<file path="src/hdl/ortt_pkg.sv">
package ortt_pkg;

    // Table geometry
    localparam int TABLE_DEPTH = 16;
    localparam int IDX_W       = (TABLE_DEPTH > 1) ? $clog2(TABLE_DEPTH) : 1;
    localparam int SIDX_W      = IDX_W + 1;
    localparam int CNT_W       = $clog2(TABLE_DEPTH + 1);
    localparam int CMP_W       = (CNT_W > 5) ? CNT_W : 5;
    localparam int QDEPTH      = TABLE_DEPTH + 1;
    localparam int QPTR_W      = $clog2(QDEPTH + 1);
    localparam int QIDX_W      = $clog2(QDEPTH);

    // Operation codes
    localparam logic [2:0] OP_SEND     = 3'd0;
    localparam logic [2:0] OP_RESPONSE = 3'd1;
    localparam logic [2:0] OP_CANCEL   = 3'd2;
    localparam logic [2:0] OP_TICK     = 3'd3;
    localparam logic [2:0] OP_START    = 3'd4;
    localparam logic [2:0] OP_STOP     = 3'd5;

    // Result kinds
    localparam logic [2:0] KIND_SENT      = 3'd0;
    localparam logic [2:0] KIND_RESENT    = 3'd1;
    localparam logic [2:0] KIND_COMPLETED = 3'd2;
    localparam logic [2:0] KIND_FAILED    = 3'd3;
    localparam logic [2:0] KIND_SUMMARY   = 3'd4;

    // Status codes
    localparam logic [2:0] STAT_OK        = 3'd0;
    localparam logic [2:0] STAT_SHUTDOWN  = 3'd1;
    localparam logic [2:0] STAT_FULL      = 3'd2;
    localparam logic [2:0] STAT_CANCELLED = 3'd3;
    localparam logic [2:0] STAT_TIMEOUT   = 3'd4;
    localparam logic [2:0] STAT_DUPLICATE = 3'd5;
    localparam logic [2:0] STAT_NOT_FOUND = 3'd6;

    // Configuration register indexes
    localparam logic [1:0] CFG_DEFAULT_TIMEOUT = 2'd0;
    localparam logic [1:0] CFG_DEFAULT_RETRY   = 2'd1;
    localparam logic [1:0] CFG_MAX_PENDING     = 2'd2;

    // One table entry as held in memory
    typedef struct packed {
        logic [15:0] txn;
        logic [31:0] handle;
        logic [15:0] timeout;
        logic [15:0] elapsed;
        logic [3:0]  retries;
        logic [3:0]  retry_limit;
    } t_entry;

    // One result before the pending count and last flag are attached
    typedef struct packed {
        logic [2:0]  kind;
        logic [2:0]  status;
        logic [15:0] txn;
        logic [31:0] handle;
        logic [15:0] latency;
        logic [3:0]  attempt;
    } t_res;

endpackage

</file>
<file path="src/hdl/outstanding_request_retry_table.sv">
// Refused sends, start, unknown ops, and tick or stop while stopped queue their single result
// at accept; ops that sweep the table (other sends, response, cancel, and tick or stop while
// running) queue their results during the sweep and present them after it ends.
// Throughput: one item at a time; the sweep through the entry memory (one slot read per cycle,
// written back on a tick) sets the rate; results drain at one per cycle while the receiver is ready.
// Reset (i_rst_n low, synchronous): block stopped, table empty, registers at defaults.
module outstanding_request_retry_table (
    input  logic        i_clk,
    input  logic        i_rst_n,
    // configuration
    input  logic        i_cfg_we,
    input  logic [1:0]  i_cfg_idx,
    input  logic [15:0] i_cfg_data,
    // input stream
    input  logic        s_axis_tvalid,
    output logic        s_axis_tready,
    input  logic [71:0] s_axis_tdata,  // txn_id[15:0], request_handle[47:16],
                                       // timeout_ticks[63:48], retry_limit[68:64],
                                       // zero[71:69]
    input  logic [2:0]  s_axis_tuser,  // op[2:0]
    // result stream
    output logic        m_axis_tvalid,
    input  logic        m_axis_tready,
    output logic [79:0] m_axis_tdata,  // status[2:0], out_txn_id[18:3], out_handle[50:19],
                                       // latency[66:51], attempt[70:67],
                                       // pending_count[75:71], zero[79:76]
    output logic [2:0]  m_axis_tuser,  // kind[2:0]
    output logic        m_axis_tlast
);
    import ortt_pkg::*;

    typedef enum logic [3:0] {
        S_IDLE  = 4'b0001,
        S_SCAN  = 4'b0010,
        S_FIN   = 4'b0100,
        S_DRAIN = 4'b1000
    } t_state;

    t_state r_state, n_state;

    // configuration registers
    logic [15:0] r_def_tmo;
    logic [3:0]  r_def_rl;
    logic [4:0]  r_max_pend;

    // control state
    logic                   r_running, n_running;
    logic [TABLE_DEPTH-1:0] r_valid, n_valid;
    logic [CNT_W-1:0]       r_count, n_count;
    logic [SIDX_W-1:0]      r_sidx, n_sidx;
    logic                   r_pv, n_pv;
    logic [IDX_W-1:0]       r_pidx;
    logic                   r_found, n_found;

    // latched item
    logic [2:0]       r_op;
    logic [15:0]      r_txn;
    logic [31:0]      r_handle;
    logic [15:0]      r_tmo;
    logic [3:0]       r_rl;
    logic [IDX_W-1:0] r_free;

    // entry memory
    t_entry           mem [TABLE_DEPTH];
    t_entry           r_rdata;
    logic             mem_we;
    logic [IDX_W-1:0] mem_waddr;
    t_entry           mem_wdata;
    logic             rd_en;

    // result queue and output register
    logic   q_clear, q_push, q_pop, q_empty, q_last;
    t_res   q_wdata, q_rdata;
    logic   r_ovalid;
    t_res   r_ores;
    logic   r_olast;
    logic [CNT_W-1:0] r_opc;

    // input fields
    logic [2:0]  in_op;
    logic [15:0] in_txn;
    logic [31:0] in_handle;
    logic [15:0] in_tmo;
    logic [4:0]  in_rl;
    assign in_op     = s_axis_tuser;
    assign in_txn    = s_axis_tdata[15:0];
    assign in_handle = s_axis_tdata[47:16];
    assign in_tmo    = s_axis_tdata[63:48];
    assign in_rl     = s_axis_tdata[68:64];

    logic accept;
    assign s_axis_tready = (r_state == S_IDLE);
    assign accept        = s_axis_tvalid && s_axis_tready;

    // effective queue limit, capped at the table depth
    logic [CMP_W-1:0] limit;
    always_comb begin
        if (CMP_W'(r_max_pend) < CMP_W'(TABLE_DEPTH)) limit = CMP_W'(r_max_pend);
        else                                           limit = CMP_W'(TABLE_DEPTH);
    end

    // lowest free slot
    logic [IDX_W-1:0] free_idx;
    always_comb begin
        free_idx = '0;
        for (int i = TABLE_DEPTH - 1; i >= 0; i--) begin
            if (!r_valid[i]) free_idx = IDX_W'(i);
        end
    end

    // configuration writes
    always_ff @(posedge i_clk) begin
        if (!i_rst_n) begin
            r_def_tmo  <= 16'd10;
            r_def_rl   <= 4'd2;
            r_max_pend <= 5'd16;
        end else if (i_cfg_we) begin
            case (i_cfg_idx)
                CFG_DEFAULT_TIMEOUT: r_def_tmo  <= i_cfg_data;
                CFG_DEFAULT_RETRY:   r_def_rl   <= i_cfg_data[3:0];
                CFG_MAX_PENDING:     r_max_pend <= i_cfg_data[4:0];
                default: ;
            endcase
        end
    end

    // latch the accepted item
    always_ff @(posedge i_clk) begin
        if (accept) begin
            r_op     <= in_op;
            r_txn    <= in_txn;
            r_handle <= in_handle;
            r_tmo    <= (in_tmo == 16'd0) ? r_def_tmo : in_tmo;
            r_rl     <= in_rl[4] ? r_def_rl : in_rl[3:0];
            r_free   <= free_idx;
        end
    end

    // entry memory, registered read port
    assign rd_en = (r_state == S_SCAN) && (r_sidx < SIDX_W'(TABLE_DEPTH));
    always_ff @(posedge i_clk) begin
        if (mem_we) mem[mem_waddr] <= mem_wdata;
        if (rd_en)  r_rdata <= mem[r_sidx[IDX_W-1:0]];
    end

    always_ff @(posedge i_clk) begin
        if (rd_en) r_pidx <= r_sidx[IDX_W-1:0];
    end

    // main sequencer
    logic        pv_valid;
    logic [15:0] elapsed_inc;
    assign pv_valid    = r_pv && r_valid[r_pidx];
    assign elapsed_inc = (r_rdata.elapsed == 16'hFFFF) ? 16'hFFFF : r_rdata.elapsed + 16'd1;

    always_comb begin
        n_state   = r_state;
        n_running = r_running;
        n_valid   = r_valid;
        n_count   = r_count;
        n_sidx    = r_sidx;
        n_pv      = 1'b0;
        n_found   = r_found;
        mem_we    = 1'b0;
        mem_waddr = r_pidx;
        mem_wdata = r_rdata;
        q_clear   = 1'b0;
        q_push    = 1'b0;
        q_wdata   = '{kind: KIND_SUMMARY, status: STAT_OK, txn: '0, handle: '0,
                      latency: '0, attempt: '0};

        case (r_state)
            S_IDLE: begin
                if (accept) begin
                    q_clear = 1'b1;
                    n_sidx  = '0;
                    n_found = 1'b0;
                    n_state = S_DRAIN;
                    case (in_op)
                        OP_SEND: begin
                            q_wdata.kind   = KIND_FAILED;
                            q_wdata.txn    = in_txn;
                            q_wdata.handle = in_handle;
                            if (!r_running) begin
                                q_wdata.status = STAT_SHUTDOWN;
                                q_push         = 1'b1;
                            end else if (CMP_W'(r_count) >= limit) begin
                                q_wdata.status = STAT_FULL;
                                q_push         = 1'b1;
                            end else begin
                                n_state = S_SCAN;
                            end
                        end
                        OP_RESPONSE, OP_CANCEL: n_state = S_SCAN;
                        OP_TICK, OP_STOP: begin
                            if (r_running) n_state = S_SCAN;
                            else           q_push  = 1'b1;
                        end
                        OP_START: begin
                            n_running = 1'b1;
                            q_push    = 1'b1;
                        end
                        default: q_push = 1'b1;
                    endcase
                end
            end

            S_SCAN: begin
                if (rd_en) begin
                    n_sidx = r_sidx + 1'b1;
                    n_pv   = 1'b1;
                end
                // work on the slot read last cycle
                if (pv_valid) begin
                    q_wdata.txn     = r_rdata.txn;
                    q_wdata.handle  = r_rdata.handle;
                    q_wdata.attempt = r_rdata.retries;
                    case (r_op)
                        OP_SEND: begin
                            if (r_rdata.txn == r_txn) n_found = 1'b1;
                        end
                        OP_RESPONSE, OP_CANCEL: begin
                            if (r_rdata.txn == r_txn && !r_found) begin
                                n_found          = 1'b1;
                                n_valid[r_pidx]  = 1'b0;
                                n_count          = r_count - 1'b1;
                                q_push           = 1'b1;
                                if (r_op == OP_RESPONSE) begin
                                    q_wdata.kind    = KIND_COMPLETED;
                                    q_wdata.latency = r_rdata.elapsed;
                                end else begin
                                    q_wdata.kind   = KIND_FAILED;
                                    q_wdata.status = STAT_CANCELLED;
                                end
                            end
                        end
                        OP_TICK: begin
                            mem_we = 1'b1;
                            mem_wdata.elapsed = elapsed_inc;
                            if (elapsed_inc >= r_rdata.timeout) begin
                                q_push = 1'b1;
                                if (r_rdata.retries < r_rdata.retry_limit) begin
                                    mem_wdata.retries = r_rdata.retries + 4'd1;
                                    mem_wdata.elapsed = 16'd0;
                                    q_wdata.kind      = KIND_RESENT;
                                    q_wdata.attempt   = r_rdata.retries + 4'd1;
                                end else begin
                                    n_valid[r_pidx] = 1'b0;
                                    n_count         = r_count - 1'b1;
                                    q_wdata.kind    = KIND_FAILED;
                                    q_wdata.status  = STAT_TIMEOUT;
                                end
                            end
                        end
                        OP_STOP: begin
                            n_valid[r_pidx] = 1'b0;
                            n_count         = r_count - 1'b1;
                            q_push          = 1'b1;
                            q_wdata.kind    = KIND_FAILED;
                            q_wdata.status  = STAT_SHUTDOWN;
                        end
                        default: ;
                    endcase
                end
                if (!rd_en && !r_pv) n_state = S_FIN;
            end

            S_FIN: begin
                n_state = S_DRAIN;
                case (r_op)
                    OP_SEND: begin
                        q_push         = 1'b1;
                        q_wdata.txn    = r_txn;
                        q_wdata.handle = r_handle;
                        if (r_found) begin
                            q_wdata.kind   = KIND_FAILED;
                            q_wdata.status = STAT_DUPLICATE;
                        end else begin
                            q_wdata.kind    = KIND_SENT;
                            mem_we          = 1'b1;
                            mem_waddr       = r_free;
                            mem_wdata       = '{txn: r_txn, handle: r_handle, timeout: r_tmo,
                                                elapsed: '0, retries: '0, retry_limit: r_rl};
                            n_valid[r_free] = 1'b1;
                            n_count         = r_count + 1'b1;
                        end
                    end
                    OP_RESPONSE, OP_CANCEL: begin
                        if (!r_found) begin
                            q_push         = 1'b1;
                            q_wdata.status = STAT_NOT_FOUND;
                        end
                    end
                    OP_STOP: begin
                        n_running = 1'b0;
                        q_push    = 1'b1;
                    end
                    default: q_push = 1'b1;
                endcase
            end

            S_DRAIN: begin
                if (q_empty) n_state = S_IDLE;
            end

            default: n_state = S_IDLE;
        endcase
    end

    always_ff @(posedge i_clk) begin
        if (!i_rst_n) begin
            r_state   <= S_IDLE;
            r_running <= 1'b0;
            r_valid   <= '0;
            r_count   <= '0;
            r_sidx    <= '0;
            r_pv      <= 1'b0;
            r_found   <= 1'b0;
        end else begin
            r_state   <= n_state;
            r_running <= n_running;
            r_valid   <= n_valid;
            r_count   <= n_count;
            r_sidx    <= n_sidx;
            r_pv      <= n_pv;
            r_found   <= n_found;
        end
    end

    // result queue: results wait here until the final pending count is known
    ortt_res_queue u_queue (
        .i_clk      (i_clk),
        .i_rst_n    (i_rst_n),
        .i_clear    (q_clear),
        .i_push     (q_push),
        .i_data     (q_wdata),
        .i_pop      (q_pop),
        .o_data     (q_rdata),
        .o_empty    (q_empty),
        .o_last_one (q_last)
    );

    // output register
    logic out_free;
    assign out_free = !r_ovalid || m_axis_tready;
    assign q_pop    = (r_state == S_DRAIN) && out_free && !q_empty;

    always_ff @(posedge i_clk) begin
        if (!i_rst_n) begin
            r_ovalid <= 1'b0;
        end else if (q_pop) begin
            r_ovalid <= 1'b1;
        end else if (m_axis_tready) begin
            r_ovalid <= 1'b0;
        end
    end

    always_ff @(posedge i_clk) begin
        if (q_pop) begin
            r_ores  <= q_rdata;
            r_olast <= q_last;
            r_opc   <= r_count;
        end
    end

    assign m_axis_tvalid = r_ovalid;
    assign m_axis_tuser  = r_ores.kind;
    assign m_axis_tlast  = r_olast;
    assign m_axis_tdata  = {4'd0, 5'(r_opc), r_ores.attempt, r_ores.latency,
                            r_ores.handle, r_ores.txn, r_ores.status};

endmodule

</file>
<file path="src/hdl/ortt_res_queue.sv">
module ortt_res_queue (
    input  logic            i_clk,
    input  logic            i_rst_n,
    input  logic            i_clear,
    input  logic            i_push,
    input  ortt_pkg::t_res  i_data,
    input  logic            i_pop,
    output ortt_pkg::t_res  o_data,
    output logic            o_empty,
    output logic            o_last_one
);
    import ortt_pkg::*;

    t_res              r_buf [QDEPTH];
    logic [QPTR_W-1:0] r_wr;
    logic [QPTR_W-1:0] r_rd;
    logic [QIDX_W-1:0] wr_addr;

    // a push in the clearing cycle lands in the first slot
    assign wr_addr = i_clear ? '0 : r_wr[QIDX_W-1:0];

    // pointers
    always_ff @(posedge i_clk) begin
        if (!i_rst_n) begin
            r_wr <= '0;
            r_rd <= '0;
        end else if (i_clear) begin
            r_wr <= QPTR_W'(i_push);
            r_rd <= '0;
        end else begin
            if (i_push) r_wr <= r_wr + 1'b1;
            if (i_pop)  r_rd <= r_rd + 1'b1;
        end
    end

    // storage
    always_ff @(posedge i_clk) begin
        if (i_push) r_buf[wr_addr] <= i_data;
    end

    assign o_data     = r_buf[r_rd[QIDX_W-1:0]];
    assign o_empty    = (r_rd == r_wr);
    assign o_last_one = (r_rd + 1'b1 == r_wr);

endmodule

</file>
<file path="config.mk">
export PLATFORM = sky130hd
export DESIGN_NAME = outstanding_request_retry_table
export DESIGN_NICKNAME = d
export VERILOG_FILES = /design/src/hdl/ortt_pkg.sv /design/src/hdl/outstanding_request_retry_table.sv /design/src/hdl/ortt_res_queue.sv
export SDC_FILE = /design/constraint.sdc
export NUM_CORES = 2
export LEC_CHECK = 0
export BUFFER_PORTS_ARGS = -buffer_cell sky130_fd_sc_hd__buf_4
export CAP_MARGIN = 40
export CORE_UTILIZATION = 40
export DETAILED_ROUTE_END_ITERATION = 16
export PLACE_DENSITY = 0.55
export SYNTH_ARGS = -nofsm -noshare
export SYNTH_HDL_FRONTEND = slang
export SYNTH_SLANG_ARGS = --single-unit
</file>
<file path="constraint.sdc">
create_clock -name i_clk -period 19.4 [get_ports i_clk]
set_input_delay 3.88 -clock i_clk [delete_from_list [all_inputs] [get_ports i_clk]]
set_output_delay 3.88 -clock i_clk [all_outputs]
set_load 0.1 [all_outputs]
</file>
=== Yosys cells after proc, flatten, opt, wreduce, memory -nomap -nowiden ===
Memory sizes are Yosys's and may differ from the RTL's. A register that Yosys moved wholly into a read port is not among the register bits.
Cells that the tools add are included.

* Bitwise operators: 4
* Reduce and logical (&&, ||, !) cells: 40
* Eq/ne operators: 34
* Muxes and demuxes: 128
* $add $sub $neg: 7
* Order comparisons: 9

{| class="wikitable"
|+ Operators with widths
! operator !! number
|-
| $mux 16 || 11
|-
| $mux 88 || 2
|-
| $pmux 54 s3 || 1
|-
| $mux 54 || 2
|-
| $mux 20 || 5
|-
| $mux 4 || 22
|-
| $mux 74 || 1
|-
| $mux 64 || 1
|-
| $mux 5 || 10
|-
| $mux 48 || 1
|-
| $pmux 16 s3 || 1
|-
| $pmux 20 s2 || 1
|-
| $mux 1 || 35
|-
| $pmux 16 s2 || 1
|-
| $mux 3 || 8
|-
| $add 5x1->5 const B || 4
|-
| $pmux 5 s2 || 2
|-
| $pmux 6 s3 || 1
|-
| $add 16x1->16 const B || 1
|-
| $and 16x16->16 || 1
|-
| $eq 16x16->1 || 1
|-
| $eq 16x16->1 const B || 1
|-
| $ge 16x16->1 || 1
|-
| $logic_not 16->1 || 1
|-
| other kinds (47) || 107
|}

* Output and inout bits: 86
* Memories kept: 2
* Register bits: 154
* Bits in writable memories: 2,666

{| class="wikitable"
|+ Memory list
! name !! words !! width !! rd ports !! clocked after memory_dff !! write ports !! line !! text
|-
| mem || 16 || 88 || 1 || 1 || 1 || outstanding_request_retry_table.sv:64 || <nowiki>t_entry mem [TABLE_DEPTH];</nowiki>
|-
| u_queue.r_buf || 17 || 74 || 1 || 1 || 1 || ortt_res_queue.sv:14 || <nowiki>t_res r_buf [QDEPTH];</nowiki>
|}

=== Longest topological paths before layout ===
* Depth after elaboration: 15
* Depth in mapped cells: 16
* Gate-level depth less buffers: 15

=== Cells and area by module ===
From an unflattened synthesis, not the netlist that was laid out.

* Cell total of the unflattened synthesis: 5,267
* Area total of the unflattened synthesis: 114,866.4 µm²

{| class="wikitable"
|+ By module, submodules not included
! module !! cells an instance !! times used !! area each (µm²) !! seq. area each (µm²)
|-
| outstanding_request_retry_table || 3,200 || 1 || 66,567.6 || 50,878.8
|-
| ortt_res_queue || 2,067 || 1 || 48,298.8 || 38,076.5
|}

=== Least setup slack after synthesis ===
OpenSTA, ideal clock, no wires.

* Kind: input -> register
* Start point: input s_axis_tuser[1]
* End point: memory u_queue.r_buf[1][0] (netlist name), enable pin
* Setup time: 0.902 ns
* Required time: 18.498 ns
* Arrival: 16.274 ns
* Slack: 2.224 ns
* Stages: 5
* Buffers on the path: 0
* Cells stage by stage: nor2_1 > a211oi_1 > a311oi_1 > nor2_1 > a2111oi_0

* Word-level cells in the longest chain between the ends: 7

{| class="wikitable"
|+ RTL lines
! element !! line !! text
|-
| from (decl) || outstanding_request_retry_table.sv:20 || <nowiki>input logic [2:0] s_axis_tuser,</nowiki>
|-
| $eq 3x2->1, or another cell as far along || outstanding_request_retry_table.sv:179 || <nowiki>case (in_op)</nowiki>
|-
| $reduce_or 2->1 || outstanding_request_retry_table.sv:179 ||
|-
| $pmux 1 s3 * || outstanding_request_retry_table.sv:179 ||
|-
| $mux 1 * || outstanding_request_retry_table.sv:174 || <nowiki>if (accept) begin</nowiki>
|-
| $pmux 1 s3 * || outstanding_request_retry_table.sv:172 || <nowiki>case (r_state)</nowiki>
|-
| $mux 1 * || ortt_res_queue.sv:38 || <nowiki>if (i_push) r_buf[wr_addr] <= i_data;</nowiki>
|-
| $mux 1 (implied by the code) * || ortt_res_queue.sv:38 ||
|-
| to (decl) || ortt_res_queue.sv:14 ||
|}

Every way passes the cells marked *; elsewhere a longest branch is shown, timed or not.

=== Worst setup path after layout ===
* Start point: register, netlist name r_rdata[9]
* End point: memory u_queue.r_buf[10][0] (netlist name), enable pin

* Word-level cells in the longest chain between the ends: 9

{| class="wikitable"
|+ RTL lines
! element !! line !! text
|-
| $add 16x1->16 / $eq 16x16->1 (equally long branches) || outstanding_request_retry_table.sv:154 || <nowiki>assign elapsed_inc = (r_rdata.elapsed == 16'hFFFF) ? 16'hFFFF : r_rdata.elapsed + 16'd1;</nowiki>
|-
| $mux 16 * || outstanding_request_retry_table.sv:154 ||
|-
| $ge 16x16->1 * || outstanding_request_retry_table.sv:240 || <nowiki>if (elapsed_inc >= r_rdata.timeout) begin</nowiki>
|-
| $mux 1 * || outstanding_request_retry_table.sv:240 ||
|-
| $pmux 1 s3 * || outstanding_request_retry_table.sv:218 || <nowiki>case (r_op)</nowiki>
|-
| $mux 1 * || outstanding_request_retry_table.sv:214 || <nowiki>if (pv_valid) begin</nowiki>
|-
| $pmux 1 s3 * || outstanding_request_retry_table.sv:172 ||
|-
| $mux 1 * || ortt_res_queue.sv:38 ||
|-
| $mux 1 (implied by the code) * || ortt_res_queue.sv:38 ||
|}

Marks and branches as above.

==> impl_metrics.yaml <==
cts:
  cts_resized: 0
  clock_latency_ns: 0.87
  cts_tree: "built"
  hold_buffers: 0
  path_clk_slew_ns: 0.06
  numCtsBuffers: 318
  cts_setup_buffers: 0
  htree_num_levels: 5
  cts-root-buf: "clkbuf_16"
  cts_buffer_depth: 4
  clock_sinks: 2982
route:
  route.detailed.drc: 0
  routed_wirelength_um: 293000
  final_antenna_net_count: 0
  drt_iter0_drc: 6077
  vias: 54572
  avgViaCountPerCell: 5.73
  routedWlPerCell_um: 30.7
  drt_pass1_iterations: 8
yosys:
  ys_seq_area_share_pct: 77.3
  async_flop_share_pct: 0
  synth_ff_type: "edfxtp_1"
  synth_cell_type_count: 79
  yosysWarnings: 0
  synth_enable_flop_cells: 2913
  synth_area_per_cell_um2: 22.8
  syn-instance-count: 5046
  syn_area_um2: 115000
  ys_seq_elements: 2982
die:
  rows: 196
  die_w_um: 538
  die_h_um: 538
  io_pins: 184
  initial_core_util_pct: 40.3
  core_area_um2: 285000
  dieArea_um2: 290000
global_routing:
  grt_pass1_vias: 56240
  antenna_found_initial: 32
  grt_pass1_wl_um: 416000
  grt_max_degree: 141
  grt-ovfl-total: 0
  grtUsageTotal_pct: 20.3
finish:
  syn_to_final_growth_pct: 15.7
  final_util_pct: 46.6
  nets: 5638
  multi_input_area_um2: 25000
  nFillCells: 23607
  final-instance-count-excl-fill: 9524
  final_common_cell: "edfxtp_1"
  final_area_um2: 133000
  drive_gt1_share_pct: 31.9
  register_area_um2: 88900
  final_cell_mix: "2913 x edfxtp_1, 810 x mux4_2, 325 x clkbuf_16"
timing:
  max_freq_mhz: 143
  setup_slack_ns: 12.43
  rsz0062_at_grt: "no"
  setup_viol: 0
  report.final.slew_viol_count: 0
  period_minus_slack_ns: 6.97
  period_share_pct: 36.0
  tns_ns: 0
  clock_skew_ns: 0.0465
  hold_viol_final: 0
  fin_hold_ws_ns: 0.461
  slew_headroom_pct: 15.7
  worst_slew_pin_slew_ns: 1.26
pwr:
  power-per-cell-area_nw_per_um2: 99.6
  p_leak_nw: 41.0
  power_mw: 13.2
  peakVddDrop_uv: 73.6
placed_design:
  dp_cells: 8943
  port_buffers: 176
  dp_hpwl_um: 160000
  pre_cts_slack_ns: 11.61
  gp_congestion: 0.790
  dpl_cell_area_um2: 123000
worst_hold_path:
  worstHoldStart: "r_def_tmo[5]"
  hold_path.class: "reg2reg"
worst_setup_path:
  crit_start: "r_rdata[9]"
  reg2reg_from: "r_rdata[9]"
  cp_max_fo: 34
  startpoint_type: "flop"
  cp.required_ns: 19.87
  crit_arrival_ns: 7.44
  end_kind: "flop"
  crit_type: "reg2reg"
job:
  cap_violations: 0
status:
  status: "finished, final reports clean"
[cell usage after synthesis (10+ instances only)]
library cell / n / area, um^2
or3_1: 10 / 62.6
mux2i_1: 13 / 130
edfxtp_1: 2913 / 87500
ha_1: 32 / 400
nand2_1: 118 / 443
mux2_2: 134 / 1510
a211oi_1: 11 / 82.6
xor2_1: 29 / 254
clkbuf_1: 159 / 597
a22o_1: 15 / 131
xnor2_1: 16 / 140
a21oi_1: 55 / 275
buf_1: 77 / 289
a21o_1: 26 / 195
a222oi_1: 48 / 480
mux4_2: 810 / 18200
nor2_1: 81 / 304
nor2b_1: 14 / 87.6
and2_1: 20 / 125
o21ai_0: 67 / 335
dfxtp_1: 69 / 1380
nand2b_1: 11 / 68.8
a31oi_1: 10 / 62.6
buf_2: 20 / 100
inv_1: 85 / 319
nor4_1: 14 / 87.6
nand3_1: 36 / 180
nor3_1: 26 / 130
nand4_1: 18 / 113
[kinds of logic (layout without fill, tap and decap cells)]
family	after synthesis	after routing	share of synthesized area [%]
AOI/OAI and AO/OA	289	289	1.81
adders and majority gates	33	33	0.366
and+or+nand+nor	387	387	1.68
other	1	12	0.00326
buffers and inverters	350	1055	1.19
xor gates and xnor gates	45	45	0.343
DFF	2982	2982	77.3
muxes	959	959	17.3
[routing by layer]
metal | share of wire [%] | wire length (um) | vias up | track usage (%)
li1 | - | - | 22453 | -
met1 | 41 | 121000 | 29869 | 27.6
met2 | 49 | 145000 | 1840 | 33.4
met3 | 6.5 | 19000 | 396 | 3.66
met4 | 2.6 | 7560 | 14 | 5.86
met5 | 0.032 | 95 | - | 0
[power by group]
| group | internal (mW) | total, mW | switching [mW] |
|---|---|---|---|
| combinational | 0.114 | 0.318 | 0.204 |
| sequential | 7.06 | 7.09 | 0.0285 |
| clock | 3.37 | 5.84 | 2.47 |
[path summary, 6_finish.rpt]
path	end	slack, ns	depth (start not counted)
worst min-delay path	r_def_tmo[5]	0.46	2
worst max register to register	u_queue.r_buf[10][0]	12.43	16
worst max-delay path	u_queue.r_buf[10][0]	12.43	16
worst min register to register	r_def_tmo[5]	0.46	2
[worst max-delay path, stage by stage (launching register included)]
cell and delay (ns):
edfxtp_1 0.49, ha_1 0.30, nand3_1 0.20, nor3_1 0.45, nand3_1 0.17, or3_1 0.70, and2_1 0.32, ha_1 0.28
nor2b_1 0.04, o21ai_0 0.14, a31oi_1 0.15, o211a_1 0.40, o221ai_2 0.44, nand4b_1 0.46, nor2_4 0.56, buf_4 0.67
buf_4 0.71
[state kept, by name (all words and copies together) (netlist names), 3 cells and up]
signal and flops:
r_handle 32, u_queue.r_wr 5, r_def_tmo 16, r_max_pend 5
r_txn 16, r_sidx 5, m_axis_tuser 3, r_state 4
r_count 5, r_rl 4, r_op 3, r_rdata 88
mem 1408, r_tmo 16, u_queue.r_buf 1258, u_queue.r_rd 5
m_axis_tdata 71, r_pidx 4, r_valid 16, r_free 4
r_opc 5, r_def_rl 4
[area by class of cell]
class                      count  share of cell area [%]
sequential                  2982                    66.8
multi-input combinational   1717                    18.8
clock buffer                 391                    6.31
tap                         3762                    3.54
timing repair buffer         402                    3.12
clock inverter               176                    1.13
inverter                      86                   0.245
antenna                        8                  0.0150
(Power assumes the default switching activity.)
